**src/hdl/drbc_pkg.sv**
```systemverilog
// Shared types and constants for the door relay / buzzer controller.
// Used by drbc_core, drbc_outq and door_relay_buzzer_controller; no dependencies.
`timescale 1ns / 1ps

package drbc_pkg;

	localparam int unsigned HOLD_W    = 24;
	localparam int unsigned PULSE_W   = 7;
	localparam int unsigned PHASE_W   = 8;
	localparam int unsigned MAX_RES   = 3;
	localparam int unsigned RIDX_W    = 2;

	typedef enum logic [3:0] {
		MODE_TICK        = 4'd0,
		MODE_RELAY_ON    = 4'd1,
		MODE_RELAY_OFF   = 4'd2,
		MODE_BUZZER_ON   = 4'd3,
		MODE_BUZZER_OFF  = 4'd4,
		MODE_ALARM_ON    = 4'd5,
		MODE_ALARM_OFF   = 4'd6,
		MODE_PANIC_ON    = 4'd7,
		MODE_PANIC_OFF   = 4'd8,
		MODE_BREAKIN_ON  = 4'd9,
		MODE_BREAKIN_OFF = 4'd10,
		MODE_BEEP        = 4'd11,
		MODE_SENSOR_EDGE = 4'd12,
		MODE_QR_ON       = 4'd13,
		MODE_QR_OFF      = 4'd14
	} mode_t;

	typedef enum logic [1:0] {
		EV_NONE   = 2'd0,
		EV_SENSOR = 2'd1,
		EV_RELAY  = 2'd2,
		EV_BUZZER = 2'd3
	} event_t;

	typedef struct packed {
		logic relay;
		logic buzzer;
		logic qrcode;
		logic alarm;
		logic panic;
		logic breakin;
		logic sensor;
	} status_t;

	typedef struct packed {
		event_t  kind;
		logic    value;
		status_t status;
	} result_t;

	// Up to three results produced by one request; count is 1..3.
	typedef struct packed {
		logic [RIDX_W-1:0]          count;
		result_t [MAX_RES-1:0]      slot;
	} bundle_t;

	function automatic result_t make_result(event_t kind, logic value, status_t st);
		result_t r;
		r.kind   = kind;
		r.value  = value;
		r.status = st;
		return r;
	endfunction

endpackage

```
**src/hdl/drbc_core.sv**
```systemverilog
// Controller state and the single-pass next-state / result logic for one request.
// Depends on drbc_pkg.
`timescale 1ns / 1ps

module drbc_core #(
	parameter int unsigned TICK_MS       = 100,
	parameter int unsigned BEEP_HALF_MS  = 100,
	parameter int unsigned DEFAULT_BEEPS = 3
) (
	input  logic                            clk,
	input  logic                            arst_n,
	input  logic                            commit,
	input  logic                            sensor_mode,
	input  logic [3:0]                      mode,
	input  logic [drbc_pkg::HOLD_W-1:0]     hold_ms,
	input  logic [drbc_pkg::PULSE_W-1:0]    beep_pulses,
	input  logic                            sensor_sample,
	output drbc_pkg::bundle_t               bundle
);

	localparam logic [drbc_pkg::HOLD_W-1:0]  TICK_W    = drbc_pkg::HOLD_W'(TICK_MS);
	localparam logic [drbc_pkg::HOLD_W-1:0]  BEEP_W    = drbc_pkg::HOLD_W'(BEEP_HALF_MS);
	localparam logic [drbc_pkg::PULSE_W-1:0] DEF_BEEPS = drbc_pkg::PULSE_W'(DEFAULT_BEEPS);

	drbc_pkg::status_t              status_q, st;
	logic [drbc_pkg::HOLD_W-1:0]    relay_rem_q, buzzer_rem_q, beep_rem_q;
	logic [drbc_pkg::HOLD_W-1:0]    relay_rem, buzzer_rem, beep_rem;
	logic [drbc_pkg::PHASE_W-1:0]   phases_q, phases;
	logic [drbc_pkg::PULSE_W-1:0]   pulses_eff;
	logic [drbc_pkg::RIDX_W-1:0]    n;

	always_comb begin
		st         = status_q;
		relay_rem  = relay_rem_q;
		buzzer_rem = buzzer_rem_q;
		beep_rem   = beep_rem_q;
		phases     = phases_q;
		pulses_eff = (beep_pulses != '0) ? beep_pulses : DEF_BEEPS;
		n          = '0;
		bundle     = '0;
		case (drbc_pkg::mode_t'(mode))
			drbc_pkg::MODE_TICK: begin
				if (!sensor_mode && st.sensor != sensor_sample) begin
					st.sensor = sensor_sample;
					bundle.slot[n] = drbc_pkg::make_result(drbc_pkg::EV_SENSOR,
						sensor_sample, st);
					n = n + 2'd1;
				end
				if (relay_rem != '0) begin
					relay_rem = (relay_rem > TICK_W) ? relay_rem - TICK_W : '0;
					if (relay_rem == '0) begin
						st.relay = 1'b0;
						bundle.slot[n] = drbc_pkg::make_result(drbc_pkg::EV_RELAY, 1'b0, st);
						n = n + 2'd1;
					end
				end
				if (buzzer_rem != '0) begin
					buzzer_rem = (buzzer_rem > TICK_W) ? buzzer_rem - TICK_W : '0;
					if (buzzer_rem == '0) begin
						st.buzzer = 1'b0;
						bundle.slot[n] = drbc_pkg::make_result(drbc_pkg::EV_BUZZER, 1'b0, st);
						n = n + 2'd1;
					end
				end
				// The beep generator toggles the buzzer silently.
				if (beep_rem != '0) begin
					beep_rem = (beep_rem > TICK_W) ? beep_rem - TICK_W : '0;
					if (beep_rem == '0) begin
						phases    = phases - 8'd1;
						st.buzzer = phases[0];
						if (phases != '0) begin
							beep_rem = BEEP_W;
						end
					end
				end
			end
			drbc_pkg::MODE_RELAY_ON: begin
				st.relay  = 1'b1;
				relay_rem = hold_ms;
				bundle.slot[n] = drbc_pkg::make_result(drbc_pkg::EV_RELAY, 1'b1, st);
				n = n + 2'd1;
			end
			drbc_pkg::MODE_RELAY_OFF: begin
				st.relay  = 1'b0;
				relay_rem = '0;
				bundle.slot[n] = drbc_pkg::make_result(drbc_pkg::EV_RELAY, 1'b0, st);
				n = n + 2'd1;
			end
			drbc_pkg::MODE_BUZZER_ON: begin
				st.buzzer  = 1'b1;
				buzzer_rem = hold_ms;
				bundle.slot[n] = drbc_pkg::make_result(drbc_pkg::EV_BUZZER, 1'b1, st);
				n = n + 2'd1;
			end
			drbc_pkg::MODE_BUZZER_OFF: begin
				st.buzzer  = 1'b0;
				buzzer_rem = '0;
				bundle.slot[n] = drbc_pkg::make_result(drbc_pkg::EV_BUZZER, 1'b0, st);
				n = n + 2'd1;
			end
			drbc_pkg::MODE_ALARM_ON: begin
				if (!st.alarm) begin
					st.alarm   = 1'b1;
					st.buzzer  = 1'b1;
					buzzer_rem = '0;
					bundle.slot[n] = drbc_pkg::make_result(drbc_pkg::EV_BUZZER, 1'b1, st);
					n = n + 2'd1;
				end
			end
			drbc_pkg::MODE_ALARM_OFF: begin
				if (st.alarm) begin
					st.alarm   = 1'b0;
					st.breakin = 1'b0;
					st.buzzer  = 1'b0;
					buzzer_rem = '0;
					bundle.slot[n] = drbc_pkg::make_result(drbc_pkg::EV_BUZZER, 1'b0, st);
					n = n + 2'd1;
				end
			end
			drbc_pkg::MODE_PANIC_ON: begin
				if (!st.panic) begin
					st.panic  = 1'b1;
					st.relay  = 1'b1;
					relay_rem = '0;
					bundle.slot[n] = drbc_pkg::make_result(drbc_pkg::EV_RELAY, 1'b1, st);
					n = n + 2'd1;
				end
			end
			drbc_pkg::MODE_PANIC_OFF: begin
				if (st.panic) begin
					st.panic  = 1'b0;
					st.relay  = 1'b0;
					relay_rem = '0;
					bundle.slot[n] = drbc_pkg::make_result(drbc_pkg::EV_RELAY, 1'b0, st);
					n = n + 2'd1;
				end
			end
			drbc_pkg::MODE_BREAKIN_ON: begin
				if (!st.breakin) begin
					st.breakin = 1'b1;
					st.alarm   = 1'b1;
					st.buzzer  = 1'b1;
					buzzer_rem = '0;
					bundle.slot[n] = drbc_pkg::make_result(drbc_pkg::EV_BUZZER, 1'b1, st);
					n = n + 2'd1;
				end
			end
			drbc_pkg::MODE_BREAKIN_OFF: begin
				if (st.breakin) begin
					st.breakin = 1'b0;
					st.alarm   = 1'b0;
					st.buzzer  = 1'b0;
					buzzer_rem = '0;
					bundle.slot[n] = drbc_pkg::make_result(drbc_pkg::EV_BUZZER, 1'b0, st);
					n = n + 2'd1;
				end
			end
			drbc_pkg::MODE_BEEP: begin
				st.buzzer = 1'b1;
				beep_rem  = BEEP_W;
				phases    = {pulses_eff, 1'b0};
			end
			drbc_pkg::MODE_SENSOR_EDGE: begin
				if (sensor_mode) begin
					bundle.slot[n] = drbc_pkg::make_result(drbc_pkg::EV_SENSOR, 1'b0, st);
					n = n + 2'd1;
				end
			end
			drbc_pkg::MODE_QR_ON:  st.qrcode = 1'b1;
			drbc_pkg::MODE_QR_OFF: st.qrcode = 1'b0;
			default: ;
		endcase
		// A request that caused no event still reports the status once.
		if (n == '0) begin
			bundle.slot[0] = drbc_pkg::make_result(drbc_pkg::EV_NONE, 1'b0, st);
			n = 2'd1;
		end
		bundle.count = n;
	end

	always_ff @(posedge clk or negedge arst_n) begin
		if (!arst_n) begin
			status_q     <= '0;
			relay_rem_q  <= '0;
			buzzer_rem_q <= '0;
			beep_rem_q   <= '0;
			phases_q     <= '0;
		end else if (commit) begin
			status_q     <= st;
			relay_rem_q  <= relay_rem;
			buzzer_rem_q <= buzzer_rem;
			beep_rem_q   <= beep_rem;
			phases_q     <= phases;
		end
	end

endmodule

```
**src/hdl/drbc_outq.sv**
```systemverilog
// Result register: holds one request's result bundle and hands its results out in order.
// Depends on drbc_pkg.
`timescale 1ns / 1ps

module drbc_outq (
	input  logic                clk,
	input  logic                arst_n,
	input  logic                load_valid,
	output logic                load_ready,
	input  drbc_pkg::bundle_t   load_bundle,
	output logic                out_valid,
	input  logic                out_ready,
	output drbc_pkg::result_t   out_result,
	output logic                out_last
);

	drbc_pkg::bundle_t              bundle_s2;
	logic                           valid_s2;
	logic [drbc_pkg::RIDX_W-1:0]    idx_q;
	logic                           take, drained;

	assign out_valid  = valid_s2;
	assign out_result = bundle_s2.slot[idx_q];
	assign out_last   = (idx_q == bundle_s2.count - 2'd1);
	assign take       = valid_s2 && out_ready;
	assign drained    = take && out_last;
	assign load_ready = !valid_s2 || drained;

	always_ff @(posedge clk or negedge arst_n) begin
		if (!arst_n) begin
			valid_s2 <= 1'b0;
			idx_q    <= '0;
		end else begin
			if (load_valid && load_ready) begin
				valid_s2 <= 1'b1;
				idx_q    <= '0;
			end else if (drained) begin
				valid_s2 <= 1'b0;
				idx_q    <= '0;
			end else if (take) begin
				idx_q <= idx_q + 2'd1;
			end
		end
	end

	always_ff @(posedge clk) begin
		if (load_valid && load_ready) begin
			bundle_s2 <= load_bundle;
		end
	end

endmodule

```
**src/hdl/door_relay_buzzer_controller.sv**
```systemverilog
// Door relay / buzzer / QR-reader output controller, top level.
// A request is registered in the input stage, then its results in the result register, which offers them.
// A request producing k results (1 to 3) holds the result register until all k are taken;
// one-result requests are taken every cycle while results are drained at once.
// Reset (arst_n low) clears all holds, levels, flags and the sensor mode at once.
// Depends on drbc_pkg, drbc_core and drbc_outq.
`timescale 1ns / 1ps

module door_relay_buzzer_controller #(
	parameter int unsigned TICK_MS       = 100,
	parameter int unsigned BEEP_HALF_MS  = 100,
	parameter int unsigned DEFAULT_BEEPS = 3
) (
	input  logic                            clk,
	input  logic                            arst_n,
	input  logic                            cfg_we,
	input  logic                            cfg_wdata,
	input  logic                            cmd_valid,
	output logic                            cmd_ready,
	input  logic [3:0]                      mode,
	input  logic [drbc_pkg::HOLD_W-1:0]     hold_ms,
	input  logic [drbc_pkg::PULSE_W-1:0]    beep_pulses,
	input  logic                            sensor_sample,
	output logic                            evt_valid,
	input  logic                            evt_ready,
	output logic [1:0]                      event_kind,
	output logic                            event_value,
	output logic                            relay_active,
	output logic                            buzzer_level,
	output logic                            qrcode_active,
	output logic                            alarm_flag,
	output logic                            panic_flag,
	output logic                            breakin_flag,
	output logic                            sensor_level,
	output logic                            last
);

	logic                           sensor_mode_q;
	logic                           valid_s1;
	logic [3:0]                     mode_s1;
	logic [drbc_pkg::HOLD_W-1:0]    hold_s1;
	logic [drbc_pkg::PULSE_W-1:0]   pulses_s1;
	logic                           sample_s1;
	logic                           load_ready, commit;
	drbc_pkg::bundle_t              bundle;
	drbc_pkg::result_t              res;

	assign commit    = valid_s1 && load_ready;
	assign cmd_ready = !valid_s1 || load_ready;

	always_ff @(posedge clk or negedge arst_n) begin
		if (!arst_n) begin
			sensor_mode_q <= 1'b0;
			valid_s1      <= 1'b0;
		end else begin
			if (cfg_we) begin
				sensor_mode_q <= cfg_wdata;
			end
			if (cmd_valid && cmd_ready) begin
				valid_s1 <= 1'b1;
			end else if (commit) begin
				valid_s1 <= 1'b0;
			end
		end
	end

	always_ff @(posedge clk) begin
		if (cmd_valid && cmd_ready) begin
			mode_s1   <= mode;
			hold_s1   <= hold_ms;
			pulses_s1 <= beep_pulses;
			sample_s1 <= sensor_sample;
		end
	end

	drbc_core #(
		.TICK_MS       (TICK_MS),
		.BEEP_HALF_MS  (BEEP_HALF_MS),
		.DEFAULT_BEEPS (DEFAULT_BEEPS)
	) u_core (
		.clk           (clk),
		.arst_n        (arst_n),
		.commit        (commit),
		.sensor_mode   (sensor_mode_q),
		.mode          (mode_s1),
		.hold_ms       (hold_s1),
		.beep_pulses   (pulses_s1),
		.sensor_sample (sample_s1),
		.bundle        (bundle)
	);

	drbc_outq u_outq (
		.clk         (clk),
		.arst_n      (arst_n),
		.load_valid  (valid_s1),
		.load_ready  (load_ready),
		.load_bundle (bundle),
		.out_valid   (evt_valid),
		.out_ready   (evt_ready),
		.out_result  (res),
		.out_last    (last)
	);

	assign event_kind    = res.kind;
	assign event_value   = res.value;
	assign relay_active  = res.status.relay;
	assign buzzer_level  = res.status.buzzer;
	assign qrcode_active = res.status.qrcode;
	assign alarm_flag    = res.status.alarm;
	assign panic_flag    = res.status.panic;
	assign breakin_flag  = res.status.breakin;
	assign sensor_level  = res.status.sensor;

endmodule

```
**config.mk**
```make
export PLATFORM = sky130hd
export DESIGN_NAME = door_relay_buzzer_controller
export DESIGN_NICKNAME = d
export VERILOG_FILES = /design/src/hdl/drbc_pkg.sv /design/src/hdl/drbc_core.sv /design/src/hdl/drbc_outq.sv /design/src/hdl/door_relay_buzzer_controller.sv
export SDC_FILE = /design/constraint.sdc
export NUM_CORES = 1
export LEC_CHECK = 0
export BUFFER_PORTS_ARGS = -buffer_cell sky130_fd_sc_hd__buf_2
export CAP_MARGIN = 5
export CELL_PAD_IN_SITES_DETAIL_PLACEMENT = 1
export CELL_PAD_IN_SITES_GLOBAL_PLACEMENT = 2
export CORE_ASPECT_RATIO = 1.25
export CORE_MARGIN = 1.5
export CORE_UTILIZATION = 35
export DETAILED_ROUTE_END_ITERATION = 12
export PLACE_DENSITY_LB_ADDON = 0.1
export RECOVER_POWER = 50
export SETUP_SLACK_MARGIN = 0.05
export SYNTH_ARGS = -nofsm -noshare
export SYNTH_HDL_FRONTEND = slang
export SYNTH_HIERARCHICAL = 1
export SYNTH_SLANG_ARGS = --single-unit
export TNS_END_PERCENT = 10
```
**constraint.sdc**
```tcl
create_clock -name clk -period 4.01 [get_ports clk]
set_input_delay 0.2005 -clock clk [delete_from_list [all_inputs] [get_ports clk]]
set_output_delay 0.2005 -clock clk [all_outputs]
set_load 0.02 [all_outputs]
```
==> results of run 1 <==
## through the flow
step | cell area [µm²] | setup TNS [ps] | setup WS [ps]
5_1_grt | 12400 | -2750 | -386
6_report | 12400 | -1530 | -254
2_1_floorplan | 10100 | -429 | -242
3_3_place_gp | 11300 | -4000 | -478
3_5_place_dp | 11300 | -5520 | -525
4_1_cts | 12300 | -902 | -220
## worst max-delay path: stages (launching register included)
cell       delay, ps
dfrtp_1          390
or4_4            540
or4_4            590
o31ai_4          200
o2111ai_2        150
nor4_2           290
buf_4            160
or2_4            120
ha_4             190
mux2_4           290
ha_4             230
a21oi_4          150
o211ai_1         120
o211ai_1         220
mux2_2           380
## registers in the layout (all words and copies together) (netlist names), 2 cells and up
register and cells:
u_core/buzzer_rem_q 24, pulses_s1 7, u_outq/bundle_s2 32, u_core/beep_rem_q 24, u_outq/idx_q 2, hold_s1 24, u_core/relay_rem_q 24, mode_s1 4
u_core/status_q 7, u_core/phases_q 8
## path summary, 6_finish.rpt
| path | slack (ps) | depth (start not counted) | endpoint | start |
|---|---|---|---|---|
| worst max-delay path | -250 | 14 | u_outq/bundle_s2[5] | u_core/relay_rem_q[15] |
| worst min-delay path | 30 | 2 | sensor_mode_q | cfg_we |
| worst max register to register | -250 | 14 | u_outq/bundle_s2[5] | u_core/relay_rem_q[15] |
| worst min register to register | 510 | 1 | u_core/beep_rem_q[23] | u_core/beep_rem_q[23] |
| max in group asynchronous | 790 | 3 | u_core/buzzer_rem_q[3] | arst_n |
| min in group asynchronous | 1210 | 2 | u_core/buzzer_rem_q[22] | arst_n |
## area by class of cell
type	count	area [µm²]
inverters	35	134
well taps	355	444
multi-input cells	875	5420
flip-flops and latches	160	4340
clock inverters	15	140
fillers	3322	16000
repair buffers	201	1450
clock buffers	17	425
## kinds of logic after synthesis
family,after synthesis,synth area share
adder cells (fa/ha/maj),18,0.0222
AO/OA/AOI/OAI,384,0.241
AND/OR/NAND/NOR,433,0.219
buffers and inverters,115,0.0476
multiplexers,21,0.0221
other,1,0.000374
XOR/XNOR,16,0.0140
flip-flops,160,0.433
## cell usage in the layout, fill, tap and decap left out, drive strengths merged, types with 9 or more instances in the layout
cell	n
a211oi	15
dfrtp	92
nor3	47
dlygate4sd3	39
or4	11
buf	149
nor2b	15
edfxtp	68
xnor2	13
nor2	109
and2	15
or3	14
nand2b	18
o21ai	155
nand3	22
o31ai	13
o211ai	11
nand4	12
inv	45
nand2	108
ha	17
a21oi	80
a22oi	19
nor4	28
mux2i	15
clkbuf	30
a32oi	9
## power groups by stage
stage / Sequential, W / Combinational (W) / Clock (W)
after floorplan: 0.00267 / 0.00332 / 0
after global placement: 0.00301 / 0.00470 / 0
after detailed placement: 0.00303 / 0.00475 / 0
after CTS: 0.00300 / 0.00489 / 0.00168
after global routing: 0.00310 / 0.00543 / 0.00174
final: 0.00301 / 0.00490 / 0.00163
## routing by layer
metal / up-vias / wire, µm / track usage
li1: 4558 / - / -
met1: 4717 / 14900 / 0.287
met2: 172 / 17800 / 0.443
met3: 64 / 860 / 0.0309
met4: 0 / 1410 / 0.122
met5: - / 0 / 0
## repair_timing
action / 4_1_cts / 5_1_grt
buffers inserted: 1 / 2
hold buffers: 39 / 0
gates cloned: 0 / 0
pin swaps: 8 / 3
endpoints found under the hold margin: 77 / 0
endpoints found under the setup margin: 25 / 25
resized for setup: 19 / 12
==> impl_summary.md, run 1 <==
Synthesis
In the synthesized netlist the dominant register cell turns out to be dfrtp_1. The async set-reset flop share out of synthesis is 0.575. For this run, the number of Yosys warnings is 6. The cell area that synthesis handed to floorplanning was 10000 µm². Ranked by instance count, the synthesized netlist is headed by o21ai_0, nor2_1, nand2_1, dfrtp_1, a21oi_1. The post-synthesis instance total is 1148.

Yosys attributes the largest share of cell area to dfrtp_1, edfxtp_1, o21ai_0. The number of distinct library cells after synthesis is 86. Counting flops and latches in the post-synthesis netlist gives 160. Of the post-synthesis cell area, the dominant cell type holds 0.230. In this run, synthesis inferred 68 flip-flops with an integrated enable. The synthesized design spends more area on one cell type than any other, namely dfrtp_1. The average instance in the mapped netlist occupies 8.73 µm². Among all cell types in the netlist, the one instantiated most often is o21ai_0.

Of the synthesized area, sequential elements account for 0.433.

Timing
Dividing the final minimum period by the clock period gives 1.06. The total setup violations reported at the end of the flow is 9. The count of final max-slew check failures was 79. Setup repair after global routing could not meet its margin everywhere. After layout, the minimum clock period comes to 4260 ps. The count of final hold-check violations is 0.

Across all hold checks on the routed design, the worst slack comes to 30.3 ps. Setup slack on the critical path of the routed design comes to -254 ps. The worst-margin pin slew is 2820 ps. The headroom to the max-slew limit is -0.879. The maximum achievable frequency is 235 MHz. The final worst clock skew is 12.4 ps.

Floorplanning
For this design the top-level I/O count stands at 55. The number of placement rows is 69. The region available for standard cell placement spans 28300 µm². From bottom edge to top edge, the die measures 192 µm. In this run the horizontal extent of the chip is 154 µm.

The initial utilization of the core area, before any placement, comes to 0.354. The die covers 29700 µm².

Critical path
The worst setup path is captured at a flip-flop. The arrival time at the worst endpoint is 4450 ps. The highest net fanout along the worst path is 4. Data on the critical path is required at its endpoint by 4200 ps. The startpoint type of the worst setup path is a flip-flop. The critical path is of the flip-flop to flip-flop type.

Clock tree
The clock passes through at most 2 buffers. The clock-pin slew of the registers on the worst-case setup and hold paths is 70 ps. The sink count of the clock tree is 160. The latest clock arrival within the worst-skew pair is 440 ps. The H-tree generated during clock tree synthesis spans 4 levels. TritonCTS created 17 clock buffers. TritonCTS built the clock tree. The master cell of the clock root buffer is clkbuf_16.

Drt
The number of nets with antenna violations after routing is 0. Wires add up to 35.0 mm. The number of search-and-repair iterations in the first detailed-routing pass is 5. The vias per cell is 5.74. The routed via count is 9511. The post-detailed-route wirelength per cell is 21.1 µm.

The initial detailed-routing violation count is 547. After detailed routing, the number of remaining DRC violations is 0.

Placed design
The wire-length estimate of the detail-placed layout is 25.3 mm. The number of port buffers is 54. Routability-driven placement finished with a final weighted congestion of 0.879. The cell total after placement is 1584.

Job
The max capacitance violation total is 2.

Run status
The checks that failed: max-capacitance violations, max-slew violations, negative setup slack. The flow ran to the end, but the final reports show violations.

Global routing
The largest net degree at the start of global routing is 42. The initial antenna violation count is 0. The global-route wire length before repair is 56.1 mm. Summed over all layers, the global routing overflow is 0. The via count of the first global-routing pass came to 10100.

Across every metal layer, demand over resource in global routing totals 0.245.

Final layout
The synthesis-to-finish area growth is 23.3%. The final standard cell utilization of the core is 0.436. The final layout contains 1349 nets. The finished layout holds 1658 standard cells, fillers aside. In the final layout, the share of cells above drive strength 1 is 0.190. The number of antenna diodes in the final layout is 0.

Pwr
Of the total power, the clock network draws 0.171. The combinational cell fraction of total power is 0.514. Dividing total power by cell area gives a power density of 772 nW/µm². After layout, the design draws a total of 0.00953 W. The proportion of total power due to net switching is 0.465. Summed over all nets, the switching power comes to 0.00444 W. The standby leakage power is 4.73 nW. The maximum VDD drop is 0.292 mV. The share of total power dissipated in sequential elements is 0.315.

The internal portion of total power is 0.00510 W.

Hold path
The class of the tightest hold or removal check is primary input to flip-flop.
No activity file was read; power rests on OpenSTA's default activity.
==> inputs of run 2 (changes only) <==
- SLEW_MARGIN: unset -> 20
- clock period: 4.01 -> 3.5 ns (I/O delays scaled with it)
==> run 2 against run 1 <==
  * The flow still finishes with violations (max-capacitance violations, max-slew violations, negative setup slack)
  * Core utilization grew 1.7 points
  * Clock skew grew 4.3 ps
  * Largest power group unchanged
  * Cell area grew 3.9%
  * Global-route usage grew 0.61 points
  * First-iteration DRC count shrank 20%
  * Worst setup slack lost 470 ps
  * Combinational power grew 24%
==> impl_summary.md, run 2 (synthesis results as in run 1) <==
Run status
The flow ran to the end, but the final reports show violations. The checks that failed: max-capacitance violations, max-slew violations, negative setup slack.

Floorplanning
The number of placement rows is 69 (unchanged). The top-level I/O count is 55 (unchanged). The area of the die was 29700 µm² (unchanged).

The die width is 154 µm (unchanged). The area of the placeable core is 28300 µm² (unchanged). The effective utilization at floorplan is 0.354 (unchanged). The vertical die dimension is 192 µm (unchanged).

Clock tree
The latest clock arrival within the worst-skew pair is 440 ps (about the same). The depth of the CTS H-tree is 4 (unchanged). The total clock buffers created by CTS is 17 (unchanged). TritonCTS built the clock tree. The clock-pin slew of the registers on the worst-case setup and hold paths is 70 ps (about the same).

The root buffer cell chosen for the clock tree is clkbuf_16. The maximum buffer depth of the clock tree is 2 (unchanged). The sink count of the clock tree is 160 (unchanged).

Critical path
By startpoint and endpoint, the worst setup path is classified as flip-flop to flip-flop. In this run the worst setup path begins at u_core/relay_rem_q[16]. The highest net fanout along the worst path is 4 (unchanged). The endpoint required time on the critical path is 3690 ps (-510 ps).

The worst setup path is launched from a flip-flop. The launching point of the worst reg2reg path is u_core/relay_rem_q[16]. The arrival time at the worst endpoint is 4410 ps (-40 ps). The critical path capture point type is a flip-flop.

Timing
The final worst clock skew is 16.7 ps (+4.28 ps). The final period demand of the worst path is 4220 ps (-41.2 ps). The final period utilization is 1.21 (+0.143). The setup slack after layout is -723 ps (-469 ps).

The final hold slack is 115 ps (+85.0 ps). The maximum achievable frequency is 237 MHz (+0.98%). The count of final max-slew check failures was 49 (-38%). Setup repair after global routing could not meet its margin everywhere. The headroom to the max-slew limit is -0.00412 (+0.875). The worst-margin pin slew is 1510 ps (-1310 ps). The total setup violations reported at the end of the flow is 29 (+20). The count of final hold-check violations is 0 (unchanged).

Final layout
The count of inserted antenna diode cells is 0 (unchanged). The share of layout cells above drive strength 1 was 0.220 (+0.0303). Compared with the post-synthesis result, the final layout area differs by 28.1%. u_outq/bundle_s2 holds more flip-flops than any other register. In the layout the commonest cells are buf_4, o21ai_0, nand2_1. The final cell count without fillers is 1706 (+2.9%). The number of nets in the layout was 1397 (+3.6%). The most common cell after layout, fill and taps aside is buf_4. The number of flip-flops under the largest register name is 32 (unchanged).

Global routing
The initial antenna violation count is 0 (unchanged). The global-route wire length before repair is 57.7 mm (+2.9%). The via count of the first global-routing pass is 10400 (+3.1%).

The total global-route track usage is 0.251 (+0.00614). The remaining global-route overflow is 0 (unchanged). The largest net degree at the start of global routing is 50 (+19%).

Drt
The number of search-and-repair iterations in the first detailed-routing pass was 4 (-1). The initial detailed-routing violation count is 438 (-20%). The post-route DRC violation count was 0 (unchanged). The post-detailed-route wirelength per cell is 20.9 µm (-0.84%). The vias per cell was 5.65 (-1.6%). The number of nets with antenna violations after routing is 0 (unchanged). The total wire length after detailed routing is 35.7 mm (+2.0%). The routed via count is 9631 (+1.3%).

Job
The max capacitance violation total is 1 (-1).

Placed design
The HPWL after detailed placement was 25.9 mm (+2.4%). The cell total after placement came to 1631 (+3.0%). The final weighted congestion of routability-driven global placement was 0.835 (-5.0%). The number of port buffers was 54 (unchanged).

Pwr
The maximum VDD drop is 0.338 mV (+16%). The total power divided by cell area is 902 nW/µm² (+17%). The standby leakage power was 5.03 nW (+6.2%).

Hold path
The critical hold path startpoint is evt_ready. The class of the tightest hold or removal check is primary input to flip-flop.
## run 2: changes by cell type in the layout (fill, tap and decap cells not counted), sizes merged
cell	previous run	this run
clkinv	2	6
bufinv	0	5
buf	149	196
clkbuf	30	32
dlygate4sd3	39	40
inv	45	34
## run 2: what timing repair did
action | 4_1_cts | 5_1_grt
hold endpoints to repair | 85 | 0
endpoints found under the setup margin | 29 | 39
hold buffers | 40 | 0
gates resized for setup | 20 | 21
buffers inserted | 2 | 2
pin swaps | 12 | 14
## run 2: path summary, 6_finish.rpt
check	to	slack [ps]	depth (start not counted)
min in group asynchronous	u_core/status_q[3]	640	2
setup reg to reg	u_outq/bundle_s2[5]	-720	14
setup / recovery	u_outq/bundle_s2[5]	-720	14
hold / removal	u_outq/idx_q[1]	120	3
hold reg to reg	u_core/beep_rem_q[17]	510	2
max in group asynchronous	u_core/buzzer_rem_q[3]	950	3
## run 2: where the power goes
group	switching [W]	internal, W
clock network	0.000840	0.00127
registers	0.000728	0.00265
logic	0.00352	0.00258
## run 2: area by class of cell
| cell class | instances | area [µm²] |
|---|---|---|
| clock buffer | 19 | 433 |
| clock inverter | 13 | 211 |
| fill | 3353 | 15500 |
| inverter | 35 | 131 |
| multi-input combinational | 875 | 5430 |
| sequential | 160 | 4340 |
| tap | 355 | 444 |
| timing repair buffer | 249 | 1840 |
## run 2: through the flow
step,TNS (ps),instance area (µm²),setup slack [ps],util,power [W]
floorplan,-6470,10100,-752,-,0.00687
global placement,-16850,11600,-912,0.411,0.00921
detailed placement,-16760,11600,-902,0.411,0.00932
CTS,-11470,12800,-798,0.452,0.0116
global route,-14750,12800,-896,0.453,0.0125
finish,-10420,12800,-723,0.453,0.0116
## run 2: worst max-delay path, cell delays in order, from the launching register on
cell and delay [ps]:
dfrtp_1 400, or4_4 520, or4_4 560, o31ai_2 190
o2111ai_1 160, nor4_2 320, buf_4 170, or2_4 120
ha_4 190, mux2_4 290, ha_4 220, a21oi_2 130
o211ai_1 120, o211ai_1 230, mux2_4 330
## run 2: layer usage
metal / vias up / GRT usage / routed length, µm
li1: 4648 / - / -
met3: 48 / 0.0282 / 659
met2: 119 / 0.469 / 18800
met5: - / 0 / 0
met1: 4816 / 0.297 / 15200
met4: 0 / 0.0921 / 954
